## src/rtl/pdc_pkg.sv

```systemverilog
// shared types, constants and the byte-wide crc-32 step for the packet deframer
// no dependencies; imported by every module of the block

package pdc_pkg;

	localparam int unsigned HEADER_BYTES = 32;
	localparam int unsigned CRC_END_BYTE = 28;
	localparam int unsigned COUNT_W      = 18;
	localparam int unsigned HDR_W        = 8 * HEADER_BYTES;
	localparam int unsigned ADDR_W       = 5;

	localparam logic [COUNT_W-1:0] COUNT_MAX   = {COUNT_W{1'b1}};
	localparam logic [31:0]        CRC_INIT    = 32'hffff_ffff;
	localparam logic [31:0]        CRC_POLY    = 32'hedb8_8320;
	localparam logic [31:0]        PAYLOAD_CAP = 32'd65536;

	// register indexes (byte address / 4)
	localparam logic [2:0] REG_MAGIC   = 3'd0;
	localparam logic [2:0] REG_VERSION = 3'd1;
	localparam logic [2:0] REG_TYPE_A  = 3'd2;
	localparam logic [2:0] REG_TYPE_B  = 3'd3;
	localparam logic [2:0] REG_TYPE_C  = 3'd4;
	localparam logic [2:0] REG_MAX_PAY = 3'd5;

	typedef enum logic [3:0] {
		ST_OK        = 4'd0,
		ST_SHORT_HDR = 4'd1,
		ST_MAGIC     = 4'd2,
		ST_VERSION   = 4'd3,
		ST_TYPE      = 4'd4,
		ST_TOO_LARGE = 4'd5,
		ST_SHORT_PAY = 4'd6,
		ST_LEN_MISM  = 4'd7,
		ST_CRC       = 4'd8
	} status_t;

	typedef struct packed {
		logic [31:0] magic;
		logic [15:0] version;
		logic [15:0] type_a;
		logic [15:0] type_b;
		logic [15:0] type_c;
		logic [16:0] max_pay;
	} cfg_t;

	// packet state with the current byte already folded in
	typedef struct packed {
		logic [COUNT_W-1:0] count;
		logic [HDR_W-1:0]   header;
		logic [31:0]        crc;
	} trk_view_t;

	typedef struct packed {
		status_t     status;
		logic [15:0] msg_type;
		logic [63:0] seq_num;
		logic [63:0] source_timestamp;
		logic [31:0] pay_len;
	} result_t;

	function automatic logic [31:0] crc32_byte(input logic [31:0] crc_in, input logic [7:0] b);
		logic [31:0] c;
		c = crc_in ^ {24'd0, b};
		for (int k = 0; k < 8; k++) begin
			c = {1'b0, c[31:1]} ^ (CRC_POLY & {32{c[0]}});
		end
		return c;
	endfunction

endpackage

```

## src/rtl/pdc_regs.sv

```systemverilog
// apb configuration registers of the packet deframer
// depends on pdc_pkg

module pdc_regs
	import pdc_pkg::*;
(
	input  logic              clk,
	input  logic              arst_n,
	input  logic              psel,
	input  logic              penable,
	input  logic              pwrite,
	input  logic [ADDR_W-1:0] paddr,
	input  logic [31:0]       pwdata,
	output logic [31:0]       prdata,
	output logic              pready,
	output cfg_t              cfg
);

	cfg_t        cfg_q;
	logic        wr_en;
	logic [2:0]  reg_idx;

	assign pready  = 1'b1;
	assign wr_en   = psel & penable & pwrite & pready;
	assign reg_idx = paddr[ADDR_W-1:2];
	assign cfg     = cfg_q;

	always_ff @(posedge clk or negedge arst_n) begin
		if (!arst_n) begin
			cfg_q.magic   <= 32'd0;
			cfg_q.version <= 16'd1;
			cfg_q.type_a  <= 16'd1;
			cfg_q.type_b  <= 16'd2;
			cfg_q.type_c  <= 16'd3;
			cfg_q.max_pay <= 17'd65536;
		end else if (wr_en) begin
			case (reg_idx)
				REG_MAGIC:   cfg_q.magic   <= pwdata;
				REG_VERSION: cfg_q.version <= pwdata[15:0];
				REG_TYPE_A:  cfg_q.type_a  <= pwdata[15:0];
				REG_TYPE_B:  cfg_q.type_b  <= pwdata[15:0];
				REG_TYPE_C:  cfg_q.type_c  <= pwdata[15:0];
				REG_MAX_PAY: cfg_q.max_pay <= pwdata[16:0];
				default: ;
			endcase
		end
	end

	always_comb begin
		case (reg_idx)
			REG_MAGIC:   prdata = cfg_q.magic;
			REG_VERSION: prdata = {16'd0, cfg_q.version};
			REG_TYPE_A:  prdata = {16'd0, cfg_q.type_a};
			REG_TYPE_B:  prdata = {16'd0, cfg_q.type_b};
			REG_TYPE_C:  prdata = {16'd0, cfg_q.type_c};
			REG_MAX_PAY: prdata = {15'd0, cfg_q.max_pay};
			default:     prdata = 32'd0;
		endcase
	end

endmodule

```

## src/rtl/pdc_track.sv

```systemverilog
// per-packet state: saturating byte count, header shift register, running crc
// depends on pdc_pkg

module pdc_track
	import pdc_pkg::*;
(
	input  logic       clk,
	input  logic       arst_n,
	input  logic       advance,
	input  logic [7:0] data_byte,
	input  logic       last_byte,
	output trk_view_t  view
);

	logic [COUNT_W-1:0] count_q;
	logic [HDR_W-1:0]   header_q;
	logic [31:0]        crc_q;
	logic               in_header;
	logic               in_crc_span;

	assign in_header   = count_q < COUNT_W'(HEADER_BYTES);
	assign in_crc_span = (count_q < COUNT_W'(CRC_END_BYTE)) || !in_header;

	always_comb begin
		view.count  = (count_q == COUNT_MAX) ? count_q : count_q + COUNT_W'(1);
		view.header = in_header ? {header_q[HDR_W-9:0], data_byte} : header_q;
		view.crc    = in_crc_span ? crc32_byte(crc_q, data_byte) : crc_q;
	end

	always_ff @(posedge clk or negedge arst_n) begin
		if (!arst_n) begin
			count_q  <= '0;
			header_q <= '0;
			crc_q    <= CRC_INIT;
		end else if (advance) begin
			if (last_byte) begin
				count_q  <= '0;
				header_q <= '0;
				crc_q    <= CRC_INIT;
			end else begin
				count_q  <= view.count;
				header_q <= view.header;
				crc_q    <= view.crc;
			end
		end
	end

endmodule

```

## src/rtl/pdc_check.sv

```systemverilog
// header field split and prioritized status checks for a finished packet
// depends on pdc_pkg

module pdc_check
	import pdc_pkg::*;
(
	input  trk_view_t view,
	input  cfg_t      cfg,
	output result_t   res
);

	logic [31:0] magic;
	logic [15:0] version;
	logic [15:0] mtype;
	logic [31:0] plen;
	logic [31:0] hcrc;
	logic [31:0] limit;
	logic [32:0] expected;
	logic [32:0] total;
	logic        type_ok;

	assign magic    = view.header[255:224];
	assign version  = view.header[223:208];
	assign mtype    = view.header[207:192];
	assign plen     = view.header[63:32];
	assign hcrc     = view.header[31:0];
	assign limit    = ({15'd0, cfg.max_pay} > PAYLOAD_CAP) ? PAYLOAD_CAP
	                                                       : {15'd0, cfg.max_pay};
	assign expected = 33'(HEADER_BYTES) + {1'b0, plen};
	assign total    = {{(33-COUNT_W){1'b0}}, view.count};
	assign type_ok  = (mtype == cfg.type_a) || (mtype == cfg.type_b) || (mtype == cfg.type_c);

	always_comb begin
		res.msg_type         = mtype;
		res.seq_num          = view.header[191:128];
		res.source_timestamp = view.header[127:64];
		res.pay_len          = plen;
		if (view.count < COUNT_W'(HEADER_BYTES)) begin
			res.status           = ST_SHORT_HDR;
			res.msg_type         = '0;
			res.seq_num          = '0;
			res.source_timestamp = '0;
			res.pay_len          = '0;
		end else if (magic != cfg.magic) begin
			res.status = ST_MAGIC;
		end else if (version != cfg.version) begin
			res.status = ST_VERSION;
		end else if (!type_ok) begin
			res.status = ST_TYPE;
		end else if (plen > limit) begin
			res.status = ST_TOO_LARGE;
		end else if (total < expected) begin
			res.status = ST_SHORT_PAY;
		end else if (total != expected) begin
			res.status = ST_LEN_MISM;
		end else if ((view.crc ^ CRC_INIT) != hcrc) begin
			res.status = ST_CRC;
		end else begin
			res.status = ST_OK;
		end
	end

endmodule

```

## src/rtl/packet_deframer_crc32_check.sv

```systemverilog
// top level of the fixed-header packet deframer with crc-32 check
// a result passes the input register and then the result register after its last byte is accepted
// one byte per cycle unless out_stall holds a last byte; crc step and checks sit between the registers
// reset (arst_n low, asynchronous): pipeline empty, packet state cleared, registers at defaults
// depends on pdc_pkg, pdc_regs, pdc_track, pdc_check

module packet_deframer_crc32_check
	import pdc_pkg::*;
(
	input  logic              clk,
	input  logic              arst_n,
	// byte input transactions
	input  logic              in_valid,
	output logic              in_stall,
	input  logic [7:0]        data_byte,
	input  logic              last_byte,
	// result transactions, one per packet
	output logic              out_valid,
	input  logic              out_stall,
	output logic [3:0]        status,
	output logic [15:0]       msg_type,
	output logic [63:0]       seq_num,
	output logic [63:0]       source_timestamp,
	output logic [31:0]       pay_len,
	// configuration port
	input  logic              psel,
	input  logic              penable,
	input  logic              pwrite,
	input  logic [ADDR_W-1:0] paddr,
	input  logic [31:0]       pwdata,
	output logic [31:0]       prdata,
	output logic              pready
);

	cfg_t       cfg;
	trk_view_t  view;
	result_t    res;

	// input register stage
	logic       valid_s1;
	logic [7:0] byte_s1;
	logic       last_s1;

	// result register stage
	logic       valid_s2;
	result_t    res_s2;

	logic       in_take;
	logic       advance;
	logic       out_free;

	// the result register can take a new transaction when empty or being drained
	assign out_free = !valid_s2 || !out_stall;
	// a non-last byte never writes the result register, so it always moves on
	assign advance  = valid_s1 && (!last_s1 || out_free);
	assign in_stall = valid_s1 && !advance;
	assign in_take  = in_valid && !in_stall;

	always_ff @(posedge clk or negedge arst_n) begin
		if (!arst_n) begin
			valid_s1 <= 1'b0;
		end else if (in_take) begin
			valid_s1 <= 1'b1;
		end else if (advance) begin
			valid_s1 <= 1'b0;
		end
	end

	always_ff @(posedge clk) begin
		if (in_take) begin
			byte_s1 <= data_byte;
			last_s1 <= last_byte;
		end
	end

	pdc_regs u_regs (
		.clk     (clk),
		.arst_n  (arst_n),
		.psel    (psel),
		.penable (penable),
		.pwrite  (pwrite),
		.paddr   (paddr),
		.pwdata  (pwdata),
		.prdata  (prdata),
		.pready  (pready),
		.cfg     (cfg)
	);

	// byte count, header capture and crc for the packet in flight
	pdc_track u_track (
		.clk       (clk),
		.arst_n    (arst_n),
		.advance   (advance),
		.data_byte (byte_s1),
		.last_byte (last_s1),
		.view      (view)
	);

	// status is only used when the last byte advances
	pdc_check u_check (
		.view (view),
		.cfg  (cfg),
		.res  (res)
	);

	// result register
	always_ff @(posedge clk or negedge arst_n) begin
		if (!arst_n) begin
			valid_s2 <= 1'b0;
		end else if (advance && last_s1) begin
			valid_s2 <= 1'b1;
		end else if (!out_stall) begin
			valid_s2 <= 1'b0;
		end
	end

	always_ff @(posedge clk) begin
		if (advance && last_s1) begin
			res_s2 <= res;
		end
	end

	assign out_valid        = valid_s2;
	assign status           = res_s2.status;
	assign msg_type         = res_s2.msg_type;
	assign seq_num          = res_s2.seq_num;
	assign source_timestamp = res_s2.source_timestamp;
	assign pay_len          = res_s2.pay_len;

`ifndef SYNTHESIS
	a_stall_only_when_held: assert property (@(posedge clk) disable iff (!arst_n)
		in_stall |-> valid_s1)
		else $error("input stalled with an empty input register");

	a_last_gives_result: assert property (@(posedge clk) disable iff (!arst_n)
		advance && last_s1 |=> valid_s2)
		else $error("last byte advanced without a result");

	a_short_header_zero: assert property (@(posedge clk) disable iff (!arst_n)
		valid_s2 && res_s2.status == ST_SHORT_HDR |->
			res_s2.pay_len == 32'd0 && res_s2.msg_type == 16'd0)
		else $error("short header result carries header fields");
`endif

endmodule
```

## config.mk

```make
export PLATFORM = sky130hd
export DESIGN_NAME = packet_deframer_crc32_check
export DESIGN_NICKNAME = d
export VERILOG_FILES = /design/src/rtl/pdc_pkg.sv /design/src/rtl/pdc_regs.sv /design/src/rtl/pdc_track.sv /design/src/rtl/pdc_check.sv /design/src/rtl/packet_deframer_crc32_check.sv
export SDC_FILE = /design/constraint.sdc
export NUM_CORES = 1
export LEC_CHECK = 0
export BUFFER_PORTS_ARGS = -buffer_cell sky130_fd_sc_hd__clkbuf_2
export CAP_MARGIN = 20
export CORE_AREA = 2 2 307 431
export DETAILED_ROUTE_END_ITERATION = 12
export DIE_AREA = 0 0 309 433
export SYNTH_ARGS = -nofsm -noshare
export SYNTH_HDL_FRONTEND = slang
export SYNTH_HIERARCHICAL = 1
export SYNTH_SLANG_ARGS = --single-unit
```

## constraint.sdc

```tcl
create_clock -name clk -period 10.7 [get_ports clk]
set_input_delay 0.535 -clock clk [delete_from_list [all_inputs] [get_ports clk]]
set_output_delay 0.535 -clock clk [all_outputs]
set_load 0.02 [all_outputs]
```

; ---- Yosys cells after proc, flatten, opt, wreduce, memory -nomap -nowiden
; Index checks and enable logic that the tools add are counted.
[totals]
reg_bits = 610
inputBits = 53
output_inout_bits = 215
word_cells = 99
[classes]
n_addsub = 2
order_cmp = 6
n_eq_ne = 14
muxes = 19
bitwise_logic = 13
reduce_logical = 25
[op_table]
columns = operator, count
row1 = 2-to-1 mux 256 bit, 2
row2 = bitwise XOR 31 x 32 -> 32 bit, 8
row3 = one-hot mux 32 bit (6 select lines), 1
row4 = 2-to-1 mux 32 bit, 2
row5 = inequality test 32 bit, 2
row6 = == test 16 bit, 3
row7 = "< comparator 18 x 6 -> 1 bit, second input constant", 2
row8 = 2-to-1 mux 18 bit, 2
row9 = "adder 6 x 32 -> 33 bit, first input constant", 1
row10 = < comparator 18 x 33 -> 1 bit, 1
row11 = inequality test 18 x 33 -> 1 bit, 1
row12 = greater-than comparator 32 bit, 1
row13 = NOT 32 bit, 1
row14 = bitwise XOR 32 x 8 -> 32 bit, 1
row15 = "adder 18 x 1 -> 18 bit, second input constant", 1
row16 = "== test 18 bit, second input constant", 1
row17 = "< comparator 18 x 5 -> 1 bit, second input constant", 1
row18 = "greater-than comparator 17 bit, second input constant", 1
row19 = 2-to-1 mux 17 bit, 1
row20 = inequality test 16 bit, 1
row21 = 2-to-1 mux 3 bit, 4
row22 = AND reduction 2 bit, 6
row23 = OR reduction 7 bit, 1
row24 = "== test 3 x 2 -> 1 bit, second input constant", 2
row25 = 14 further kinds, 32

; ---- Depth between registers and ports, before layout
; Gate-level depths: netlist (run 1).
[depth]
depth_word = 19
ltp_mapped = 21
mapped_depth_nobuf = 17

; ---- Modules after synthesis
; Netlist (run 1), hierarchy kept.
[modules_own_cells]
columns = module, instances, cells_each, area_per_inst_um2, seq_area_each_um2
row1 = pdc_track, 1, 2171, 18263.8, 7697.4
row2 = packet_deframer_crc32_check, 1, 201, 5780.5, 5725.5
row3 = pdc_regs, 1, 377, 5273.8, 2835.2
row4 = pdc_check, 1, 606, 4234.1, 0.0

; ---- Least setup slack after synthesis (run 1)
; OpenSTA, ideal clock, no wires.
[synth_timing]
path_kind = reg-to-reg
from = register valid_s2, in the netlist out_valid
to = register res_s2, in the netlist msg_type[0], enable pin
setup_ns = 0.781
t_arrival_ns = 9.199
required_time_ns = 9.919
path_slack_ns = 0.720
stages_incl_launch_ff = 2
n_path_buf = 0
period_less_slack_ns = 9.980
path_cell_list = dfrtp_1 > a21oi_1
[synth_via]
elab_chain_len = 5
[synth_lines]
columns = item, line
row1 = "start, declared", packet_deframer_crc32_check.sv:45  ; logic valid_s2;
row2 = "start signal, assigned", packet_deframer_crc32_check.sv:109  ; valid_s2 <= 1'b0;
row3 = "start signal, assigned", packet_deframer_crc32_check.sv:111  ; valid_s2 <= 1'b1;
row4 = "start signal, assigned", packet_deframer_crc32_check.sv:113  ; valid_s2 <= 1'b0;
row5 = logical NOT 1 bit, packet_deframer_crc32_check.sv:53  ; assign out_free = !valid_s2 || !out_stall;
row6 = logical OR 1 bit, packet_deframer_crc32_check.sv:53
row7 = logical OR 1 bit, packet_deframer_crc32_check.sv:55  ; assign advance = valid_s1 && (!last_s1 || out_free);
row8 = logical AND 1 bit, packet_deframer_crc32_check.sv:55
row9 = logical AND 1 bit, packet_deframer_crc32_check.sv:118  ; if (advance && last_s1) begin
row10 = "end signal, assigned", packet_deframer_crc32_check.sv:119  ; res_s2 <= res;
row11 = "end, declared", packet_deframer_crc32_check.sv:46  ; result_t res_s2;
; Every way passes these cells.
; A chain may end at the register's enable or synchronous reset.

==> reports/metrics.cfg, run 1 <==
[sta]
slew_headroom=0.251
clock.fmax_mhz=161
finalHoldViolCount=0
fin_crit_sh=0.579
slew_violations=0
setup_viol=0
fin_tns_setup_ns=0
rsz0062_at_grt=no
fin_worst_skew_ns=0.0381
worst_pin_slew_ns=1.12
min_period_ns=6.20

[global_routing]
grt_max_degree=218
grtUsageTotal=0.151
antenna_found_initial=5
grt_pass1_vias=24700
grt.overflow.total=0
grt_pass1_wl_microns=156000

[floorplan]
io_pins=268
dieHeight_microns=433
num_rows=157
core_sq_um=130000
die_x_microns=309
start_util=0.258
fp.dieArea_sq_um=134000

[setup_path]
arrival_ns=6.63
critPathRequiredTime_ns=11.13
cp-end-kind=register
crit_path_start_kind=register
critical_path.max_fanout=95
criticalPathCategory=reg -> reg

[synth]
synth_top_area_cell=dfrtp_1
synth_top_cell_area_share=0.286
ys_ff_latch=610
ys_types=90
syn_avg_cell_area_sq_um=10.0
synth_common_cells=873 x nand2_1, 383 x dfrtp_1, 269 x o2bb2ai_1
synth_warnings=6
synth.area.top_cells=dfrtp_1 29%, edfxtp_1 17%, nand2_1 9.8%
synth_most_common_cell=nand2_1
syn_nets=3445
yosys_most_used_dff=dfrtp_1
syn_inst=3355
ys_async_sr_fraction=0.690
syn_area_sq_um=33600
synth_edf_count=189
seq_area_frac_synth=0.485

[power]
leakagePower_nw=16.4
pwr_density_cell_nw_per_um2=185
ir_drop_mv=0.119

[clocking]
post-cts-setup-buffer-count=0
cts_hold_buffers=7
htreeDepth=3
cts_resized=0
clkTransAtPathRegs_ns=0.06
clock_path_buffers=3
numCtsBuffers=71
cts_tree=done
cts_root_buffer=clkbuf_16
clock-sinks=610
worst_skew_pair.late_latency_ns=0.68

[route]
ant_nets=0
via_count=25900
wire_per_inst_microns=19.4
wl_microns=103000
drc_errors=0
drt_iter0_markers=1943
drt_first_pass_iters=5
viasPerCell=4.90

[place]
dp_hpwl_microns=67400
port_buffers=264
routabilityCongestion=0.849
place_inst=5147

[final_layout]
final_cell_count_no_fill=5285
fin_nets=3568
area_growth_pct=15.5
drive_gt1_frac=0.181

[min_path]
min_path_type=in -> reg

[run]
maxCapViolCount=0

[status]
status=complete, no violations

## report_power, final
part | leakage (nW) | internal, W | switching (W)
combinational | 7.79 | 0.000753 | 0.00105
clock | 1.16 | 0.00145 | 0.00107
sequential | 7.43 | 0.00262 | 0.000213
## per-layer routing
layer	up-vias	global-route usage	routed length (microns)
met5	-	0	19
met4	4	0.0562	3180
met3	159	0.0202	4180
met2	655	0.256	51200
met1	12800	0.195	44200
li1	12300	-	-
## critical path, cell delays in order, from the launching register on
cell      delay, ns
dfrtp_1        0.46
nor4_1         0.46
and4_4         0.72
buf_4          0.97
nand2_1        0.11
nand2_1        0.35
ha_1           0.33
nand4_2        0.21
nor2_1         0.32
and3_1         0.23
xnor2_1        0.07
ha_1           0.32
nand3_1        0.13
or3_1          0.36
o211ai_1       0.31
nand4b_1       0.32
nor2b_1        0.24
## worst paths after layout
kind | start | end | slack [ns] | cells past startpoint
setup / recovery | u_track/count_q[9] | status[2] | 4.50 | 16
hold / removal | pwdata[23] | u_regs/cfg[104] | 0.08 | 2
setup reg to reg | u_track/count_q[9] | status[2] | 4.50 | 16
hold reg to reg | u_track/header_q[254] | u_track/header_q[254] | 0.52 | 1
max in group asynchronous | arst_n | u_regs/cfg[43] | 8.28 | 4
min in group asynchronous | arst_n | out_valid | 0.42 | 2
## sequential cells by signal, summed over array words and instances, names as in the netlist, 4 cells and up
register,cells
byte_s1,8
msg_type,16
pay_len,32
seq_num,64
source_timestamp,64
status,4
u_regs/cfg,113
u_track/count_q,18
u_track/crc_q,32
u_track/header_q,256
## per-stage QoR
step | hold slack (ns) | area [sq um] | power [W] | utilization | setup WS, ns
floorplan | 0.239 | 33600 | 0.00414 | - | 0.720
detailed placement | 0.499 | 36300 | 0.00468 | 0.279 | 4.51
finish | 0.0825 | 38800 | 0.00717 | 0.298 | 4.50
global route | 0.0462 | 38800 | 0.00751 | 0.298 | 4.12
global placement | 0.494 | 36300 | 0.00465 | 0.279 | 4.55
CTS | 0.00435 | 38800 | 0.00726 | 0.298 | 4.53
## placed cells by master, fill, tap and decap left out, types with 12 or more instances in the layout
cell type  count
nand2_1      873
dfrtp_1      383
o2bb2ai_1    269
clkbuf_2     263
a22oi_1      256
edfxtp_1     189
and2_1       186
mux2_2       140
xor2_1       137
nor2_1        80
clkbuf_16     72
xnor2_1       66
a21oi_1       49
dfstp_2       38
nand3_1       37
ha_1          37
nor4_1        35
nand4_1       33
inv_1         27
buf_4         27
a31oi_1       24
o21ai_0       20
clkbuf_1      16
nor3_1        16
mux2i_1       16
xnor2_2       12
## kinds of logic after synthesis
logic type,count (synthesis),synth area share
compound gates,724,0.168
xor+xnor,224,0.0656
fa+ha+maj,37,0.0138
buf+inv,282,0.0365
flops,610,0.485
mux,158,0.0524
other cells,1,0.000112
simple gates,1319,0.179
## cell type report
cell class	count	area, sq um
Antenna cell	2	5.00
Clock buffer	99	2010
Clock inverter	30	385
Fill cell	13600	91300
Inverter	30	120
Multi-Input combinational cell	2463	16100
Sequential cell	610	16300
Tap cell	1749	2190
Timing Repair Buffer	302	1680
(Power assumes the default switching activity.)
==> run 2, diff against run 1 <==
clock period = 6 ns   (was 10.7 ns; I/O delays follow)
==> reports/metrics.cfg, run 2 (synthesis results as in run 1) <==
[status]
status=complete, no violations  ; unchanged

[route]
wl_met3_microns=4230  ; was 4180 microns
dr.max_layer_used=met4  ; was met5
viasPerCell=4.91  ; was 4.90
wl_microns=102000  ; was 103,000 microns
wire_per_inst_microns=19.2  ; was 19.4 microns
met2_wirelength_microns=51500  ; was 51,200 microns
drt_iter0_markers=2196  ; was 1,943
drt_first_pass_iters=5  ; unchanged
ant_nets=0  ; unchanged
drt-met1-wl_microns=43600  ; was 44,200 microns
drc_errors=0  ; unchanged
via_count=26100  ; was 25,900

[global_routing]
grt.overflow.total=0  ; unchanged
grt_pass1_vias=25000  ; was 24,700
grt_max_degree=165  ; was 218
antenna_found_initial=2  ; was 5
grtUsageTotal=0.150  ; was 0.151
grt_pass1_wl_microns=157000  ; was 156,000 microns

[clocking]
worst_skew_pair.late_latency_ns=0.66  ; was 0.68 ns
cts_tree=done  ; unchanged
clock-sinks=610  ; unchanged
cts_root_buffer=clkbuf_16  ; unchanged
clkTransAtPathRegs_ns=0.06  ; about the same
numCtsBuffers=70  ; was 71
htreeDepth=3  ; unchanged
post-cts-setup-buffer-count=0  ; unchanged
clock_path_buffers=3  ; unchanged
cts_resized=0  ; unchanged
cts_hold_buffers=44  ; was 7

[final_layout]
final_common_cell=nand2_1  ; unchanged
fin_nets=3608  ; was 3,568
top_register=u_track/header_q  ; unchanged
area_growth_pct=16.6  ; was 15.5%
largest_register_ffs=256  ; unchanged
fillCellCount=13600  ; about the same
drive_gt1_frac=0.178  ; was 0.181
final_cell_mix=873 x nand2_1, 383 x dfrtp_1, 269 x o2bb2ai_1  ; unchanged

[min_path]
min_path_type=in -> reg  ; unchanged
min-delay-start=pwdata[11]  ; was pwdata[23]

[place]
dp_hpwl_microns=67800  ; was 67,400 microns
port_buffers=264  ; unchanged
routabilityCongestion=0.868  ; was 0.849
dp_slack_ns=1.01  ; was 4.51 ns

[sta]
slew_headroom=0.283  ; was 0.251
rsz0062_at_grt=no  ; unchanged
clock.fmax_mhz=201  ; was 161 MHz
fin_tns_setup_ns=0  ; unchanged
layout_setup_ws_ns=1.04  ; was 4.50 ns
min_period_ns=4.96  ; was 6.20 ns
worst_pin_slew_ns=1.08  ; was 1.12 ns
finalHoldViolCount=0  ; unchanged
fin_worst_skew_ns=0.0434  ; was 0.0381 ns
slew_violations=0  ; unchanged
fin_crit_sh=0.827  ; was 0.579
setup_viol=0  ; unchanged

[run]
maxCapViolCount=0  ; unchanged

[power]
leakagePower_nw=16.5  ; was 16.4 nW
pwr_density_cell_nw_per_um2=322  ; was 185 nW/um^2
ir_drop_mv=0.227  ; was 0.119 mV

[floorplan]
io_pins=268  ; unchanged
dieHeight_microns=433  ; unchanged
num_rows=157  ; unchanged
die_x_microns=309  ; unchanged
start_util=0.258  ; unchanged
core_sq_um=130000  ; unchanged
fp.dieArea_sq_um=134000  ; unchanged

[setup_path]
criticalPathCategory=reg -> reg  ; unchanged
critPathLaunch=u_track/count_q[9]  ; unchanged
cp-end-kind=register  ; unchanged
r2r-start=u_track/count_q[9]  ; unchanged
arrival_ns=5.38  ; was 6.63 ns
critPathRequiredTime_ns=6.41  ; was 11.13 ns
crit_path_start_kind=register  ; unchanged
critical_path.max_fanout=29  ; was 95

run 2: changes by cell type in the layout (fill, tap and decap cells not counted), sizes merged:
cell / delta
dlygate4sd3: +37
buf: +4
clkinv: +1
clkbuf: -2
clkinvlp: -1
inv: -1
run 2: critical path, cell delays in order, from the launching register on:
cell      delay [ns]
dfrtp_1         0.47
nor4_1          0.51
and4_4          0.55
nand2_1         0.10
nand2_1         0.23
nand3_1         0.21
nor3_1          0.63
nand4_1         0.20
xor2_1          0.18
ha_1            0.28
nand2_1         0.09
or3_1           0.39
o211ai_1        0.34
nand4b_1        0.32
nor2b_1         0.23
run 2: metal layers:
layer	track usage	vias to the layer above
li1	-	12300
met1	0.192	12900
met2	0.258	758
met3	0.0198	138
met4	0.0534	0
met5	0	-
run 2: cell type report:
type                    count  area [sq um]  share of cell area
clock inverters            29           343             0.00876
flip-flops and latches    610         16300               0.416
clock buffers              97          1940              0.0497
multi-input cells        2463         16100               0.412
well taps                1749          2190              0.0559
inverters                  30           120             0.00307
diodes                      2          5.00            0.000128
repair buffers            343          2150              0.0549
run 2: stage by stage:
stage | std cells | instance area (sq um) | hold WS (ns) | utilization | power, W
final | 5323 | 39100 | 0.0939 | 0.301 | 0.0126
after global placement | 5150 | 36400 | 0.430 | 0.280 | 0.00826
after detailed placement | 5151 | 36400 | 0.434 | 0.280 | 0.00830
after global routing | 5323 | 39100 | 0.0566 | 0.301 | 0.0132
after CTS | 5321 | 39100 | 0.0231 | 0.301 | 0.0127
after floorplan | 3355 | 33600 | 0.00441 | - | 0.00737
run 2: where the power goes:
group          total, W  leakage, nW  switching (W)  internal, W
registers       0.00506         7.43       0.000386      0.00468
logic           0.00320         7.99        0.00183      0.00136
clock network   0.00434         1.11        0.00184      0.00250
run 2: path summary, 6_finish.rpt:
check | end | slack (ns) | cells after the start
max | status[2] | 1.04 | 14
min | u_regs/cfg[28] | 0.09 | 2
max reg2reg | status[2] | 1.04 | 14
min reg2reg | u_track/header_q[255] | 0.51 | 1
max in group asynchronous | u_track/header_q[151] | 4.27 | 3
min in group asynchronous | u_track/header_q[14] | 0.31 | 2
==> run 3, diff against run 2 <==
ABC_AREA = 1   (was unset)
CORE_AREA = 2 2 305 427   (was 2 2 307 431)
DIE_AREA = 0 0 307 429   (was 0 0 309 433)
clock period = 5.02 ns   (was 6 ns; I/O delays follow)
==> reports/metrics.cfg, run 3 <==
[sta]
fin_crit_sh=0.871  ; was 0.827
clock.fmax_mhz=229  ; was 201 MHz
setup_viol=0  ; unchanged
fin_tns_setup_ns=0  ; unchanged
fin_worst_skew_ns=0.0251  ; was 0.0434 ns
min_period_ns=4.37  ; was 4.96 ns
finalHoldViolCount=0  ; unchanged
slew_headroom=0.221  ; was 0.283
worst_pin_slew_ns=1.17  ; was 1.08 ns
rsz0062_at_grt=no  ; unchanged
slew_violations=0  ; unchanged

[route]
drt_iter0_markers=1995  ; was 2,196
drt_first_pass_iters=8  ; was 5
wire_per_inst_microns=16.5  ; was 19.2 microns
wl_microns=101000  ; was 102,000 microns
ant_nets=0  ; unchanged
viasPerCell=4.56  ; was 4.91
via_count=27700  ; was 26,100
drc_errors=0  ; unchanged

[power]
leakagePower_nw=18.0  ; was 16.5 nW
ir_drop_mv=0.206  ; was 0.227 mV
p_switching_w=0.00484  ; was 0.00406 W
swShare=0.331  ; was 0.322
seqPwrFrac=0.410  ; was 0.402
p_total_w=0.0146  ; was 0.0126 W
comb_power_share=0.234  ; was 0.254
pwr_density_cell_nw_per_um2=378  ; was 322 nW/um^2
p_clk_frac=0.356  ; was 0.344
internal_power_w=0.00976  ; was 0.00854 W

[synth]
syn_avg_cell_area_sq_um=7.91  ; was 10.0 sq um
ys_ff_latch=610  ; unchanged
synth_compound_area_frac=0.127  ; was 0.168
seq_area_frac_synth=0.493  ; was 0.485
synth_xor_area_frac=0.0393  ; was 0.0656
ys_types=48  ; was 90
synth_edf_count=189  ; unchanged
synth_top_family_by_area=simple AND/OR/NAND/NOR gates  ; unchanged
yosys_most_used_dff=dfrtp_1  ; unchanged
synth_top_cell_area_share=0.290  ; was 0.286
syn_inst=4173  ; was 3,355
syn_nets=4263  ; was 3,445
synthAdderAreaFrac=0.0140  ; was 0.0138
synth_common_cells=900 x inv_1, 900 x nand2_1, 383 x dfrtp_1  ; was 873 x nand2_1, 383 x dfrtp_1, 269 x o2bb2ai_1
syn_area_sq_um=33000  ; was 33,600 sq um
ys_async_sr_fraction=0.690  ; unchanged
synth-simple-area-share=0.196  ; was 0.179
synth.area.top_cells=dfrtp_1 29%, edfxtp_1 17%, inv_1 10%  ; was dfrtp_1 29%, edfxtp_1 17%, nand2_1 9.8%
synth_top_area_cell=dfrtp_1  ; unchanged
synth_warnings=6  ; unchanged
synth.area.mux_share=0  ; was 0.0524

[setup_path]
crit_path_start_kind=register  ; unchanged
criticalPathCategory=reg -> reg  ; unchanged
cp-end-kind=register  ; unchanged
arrival_ns=4.73  ; was 5.38 ns
worst-r2r-setup-slack_ns=0.65  ; was 1.04 ns
r2r_end=status[1]  ; was status[2]
rr_worst_depth=23  ; was 14
r2r-start=u_track/count_q[17]  ; was u_track/count_q[9]
critPathRequiredTime_ns=5.38  ; was 6.41 ns
critical_path.max_fanout=31  ; was 29

[min_path]
min_path_type=in -> async  ; was in -> reg

[final_layout]
top_register=u_track/header_q  ; unchanged
area_growth_pct=16.9  ; was 16.6%
final_common_cell=nand2_1  ; unchanged
largest_register_ffs=256  ; unchanged
fin_nets=4473  ; was 3,608
drive_gt1_frac=0.118  ; was 0.178
final_cell_mix=899 x nand2_1, 897 x inv_1, 383 x dfrtp_1  ; was 873 x nand2_1, 383 x dfrtp_1, 269 x o2bb2ai_1

[clocking]
cts_resized=0  ; unchanged
worst_skew_pair.late_latency_ns=0.65  ; was 0.66 ns
cts_root_buffer=clkbuf_16  ; unchanged
clkTransAtPathRegs_ns=0.06  ; about the same
htreeDepth=3  ; unchanged
cts_tree=done  ; unchanged
numCtsBuffers=70  ; unchanged
clock-sinks=610  ; unchanged
clock_path_buffers=3  ; unchanged

[global_routing]
grt_pass1_vias=26400  ; was 25,000
grtUsageTotal=0.150  ; about the same
antenna_found_initial=4  ; was 2
grt.overflow.total=0  ; unchanged
grt_pass1_wl_microns=154000  ; was 157,000 microns
grt_max_degree=201  ; was 165

[status]
status=complete, no violations  ; unchanged

[place]
routabilityCongestion=0.913  ; was 0.868
dp_hpwl_microns=70500  ; was 67,800 microns
port_buffers=264  ; unchanged

[floorplan]
io_pins=268  ; unchanged
start_util=0.259  ; was 0.258
core_sq_um=128000  ; was 130,000 sq um
num_rows=155  ; was 157
dieHeight_microns=429  ; was 433 microns
die_x_microns=307  ; was 309 microns
fp.dieArea_sq_um=132000  ; was 134,000 sq um

[run]
maxCapViolCount=0  ; unchanged

==> run 3: changes by cell type after synthesis, moves of 228 or more <==
cell / before / now
a22oi_1: 256 / 5
nor2_1: 82 / 310
inv_1: 28 / 900
o21ai_0: 20 / 367
o22ai_1: 9 / 268
o2bb2ai_1: 269 / 0
==> run 3: cell type report <==
cell class / count / area, sq um
multi-input combinational: 2457 / 12400
timing repair buffer: 337 / 2120
clock buffer: 103 / 2020
fill: 13500 / 89000
inverter: 907 / 3430
antenna: 2 / 5.00
clock inverter: 24 / 256
tap: 1648 / 2060
sequential: 610 / 16300
==> run 3: worst max-delay path, stage by stage (launching register included) <==
cell and delay [ns]:
dfrtp_1 0.43, inv_1 0.12, nand4_1 0.14, nor2_1 0.32, nand2_4 0.26, nand2_1 0.11
o21ai_1 0.08, inv_1 0.27, ha_1 0.25, nand2_1 0.09, nor2_4 0.16, nand2_2 0.13
inv_1 0.10, nand2_1 0.07, xor2_1 0.16, ha_1 0.32, nand3_1 0.08, nor3_1 0.14
nand2_1 0.08, nor3_1 0.19, nor2b_2 0.19, nand4_2 0.17, nand3_1 0.11, a21oi_1 0.08
==> run 3: worst max path at each step <==
stage,from,end,cells after the start
3_5_place_dp,u_track/count_q[17],status[2],22
2_1_floorplan,out_valid,msg_type[0],3
6_report,u_track/count_q[17],status[1],23
3_3_place_gp,u_track/count_q[17],status[0],29
5_1_grt,u_track/count_q[17],status[0],29
4_1_cts,u_track/count_q[17],status[1],23
==> run 3: repair_timing <==
item | 4_1_cts | 5_1_grt
buffers inserted | 0 | 0
hold buffers | 45 | 0
hold endpoints to repair | 184 | 0
endpoints found under the setup margin | 0 | 0
==> run 3: logic make-up after synthesis <==
kind of cell,count (synthesis)
AOI/OAI and AO/OA,755
and+or+nand+nor,1518
other,1
DFF,610
xor gates and xnor gates,146
buffers and inverters,1106
adders and majority gates,37
==> run 3: power by group through the flow <==
stage                     combinational, W  sequential, W  clock (W)
after global routing               0.00381        0.00603    0.00556
after floorplan                    0.00230        0.00602          0
after CTS                          0.00341        0.00598    0.00538
after detailed placement           0.00337        0.00607          0
after global placement             0.00332        0.00607          0
final                              0.00342        0.00598    0.00520
==> run 3: through the flow <==
stage	worst slack (ns)	util	cells	cell area, sq um	hold slack, ns
6_report	0.646	0.302	6088	38600	0.209
5_1_grt	0.244	0.302	6088	38600	0.257
4_1_cts	0.686	0.302	6086	38600	0.244
3_5_place_dp	0.739	0.281	5914	35900	0.319
3_3_place_gp	0.659	0.281	5914	35900	0.319
2_1_floorplan	0.341	-	4173	33000	-0.0446
==> run 3: routing by layer <==
metal / vias up / global-route usage / part of all wire
met1: 13100 / 0.181 / 0.41
li1: 13700 / - / -
met3: 166 / 0.0247 / 0.047
met5: - / 0 / 0.00013
met4: 2 / 0.0606 / 0.038
met2: 760 / 0.264 / 0.50
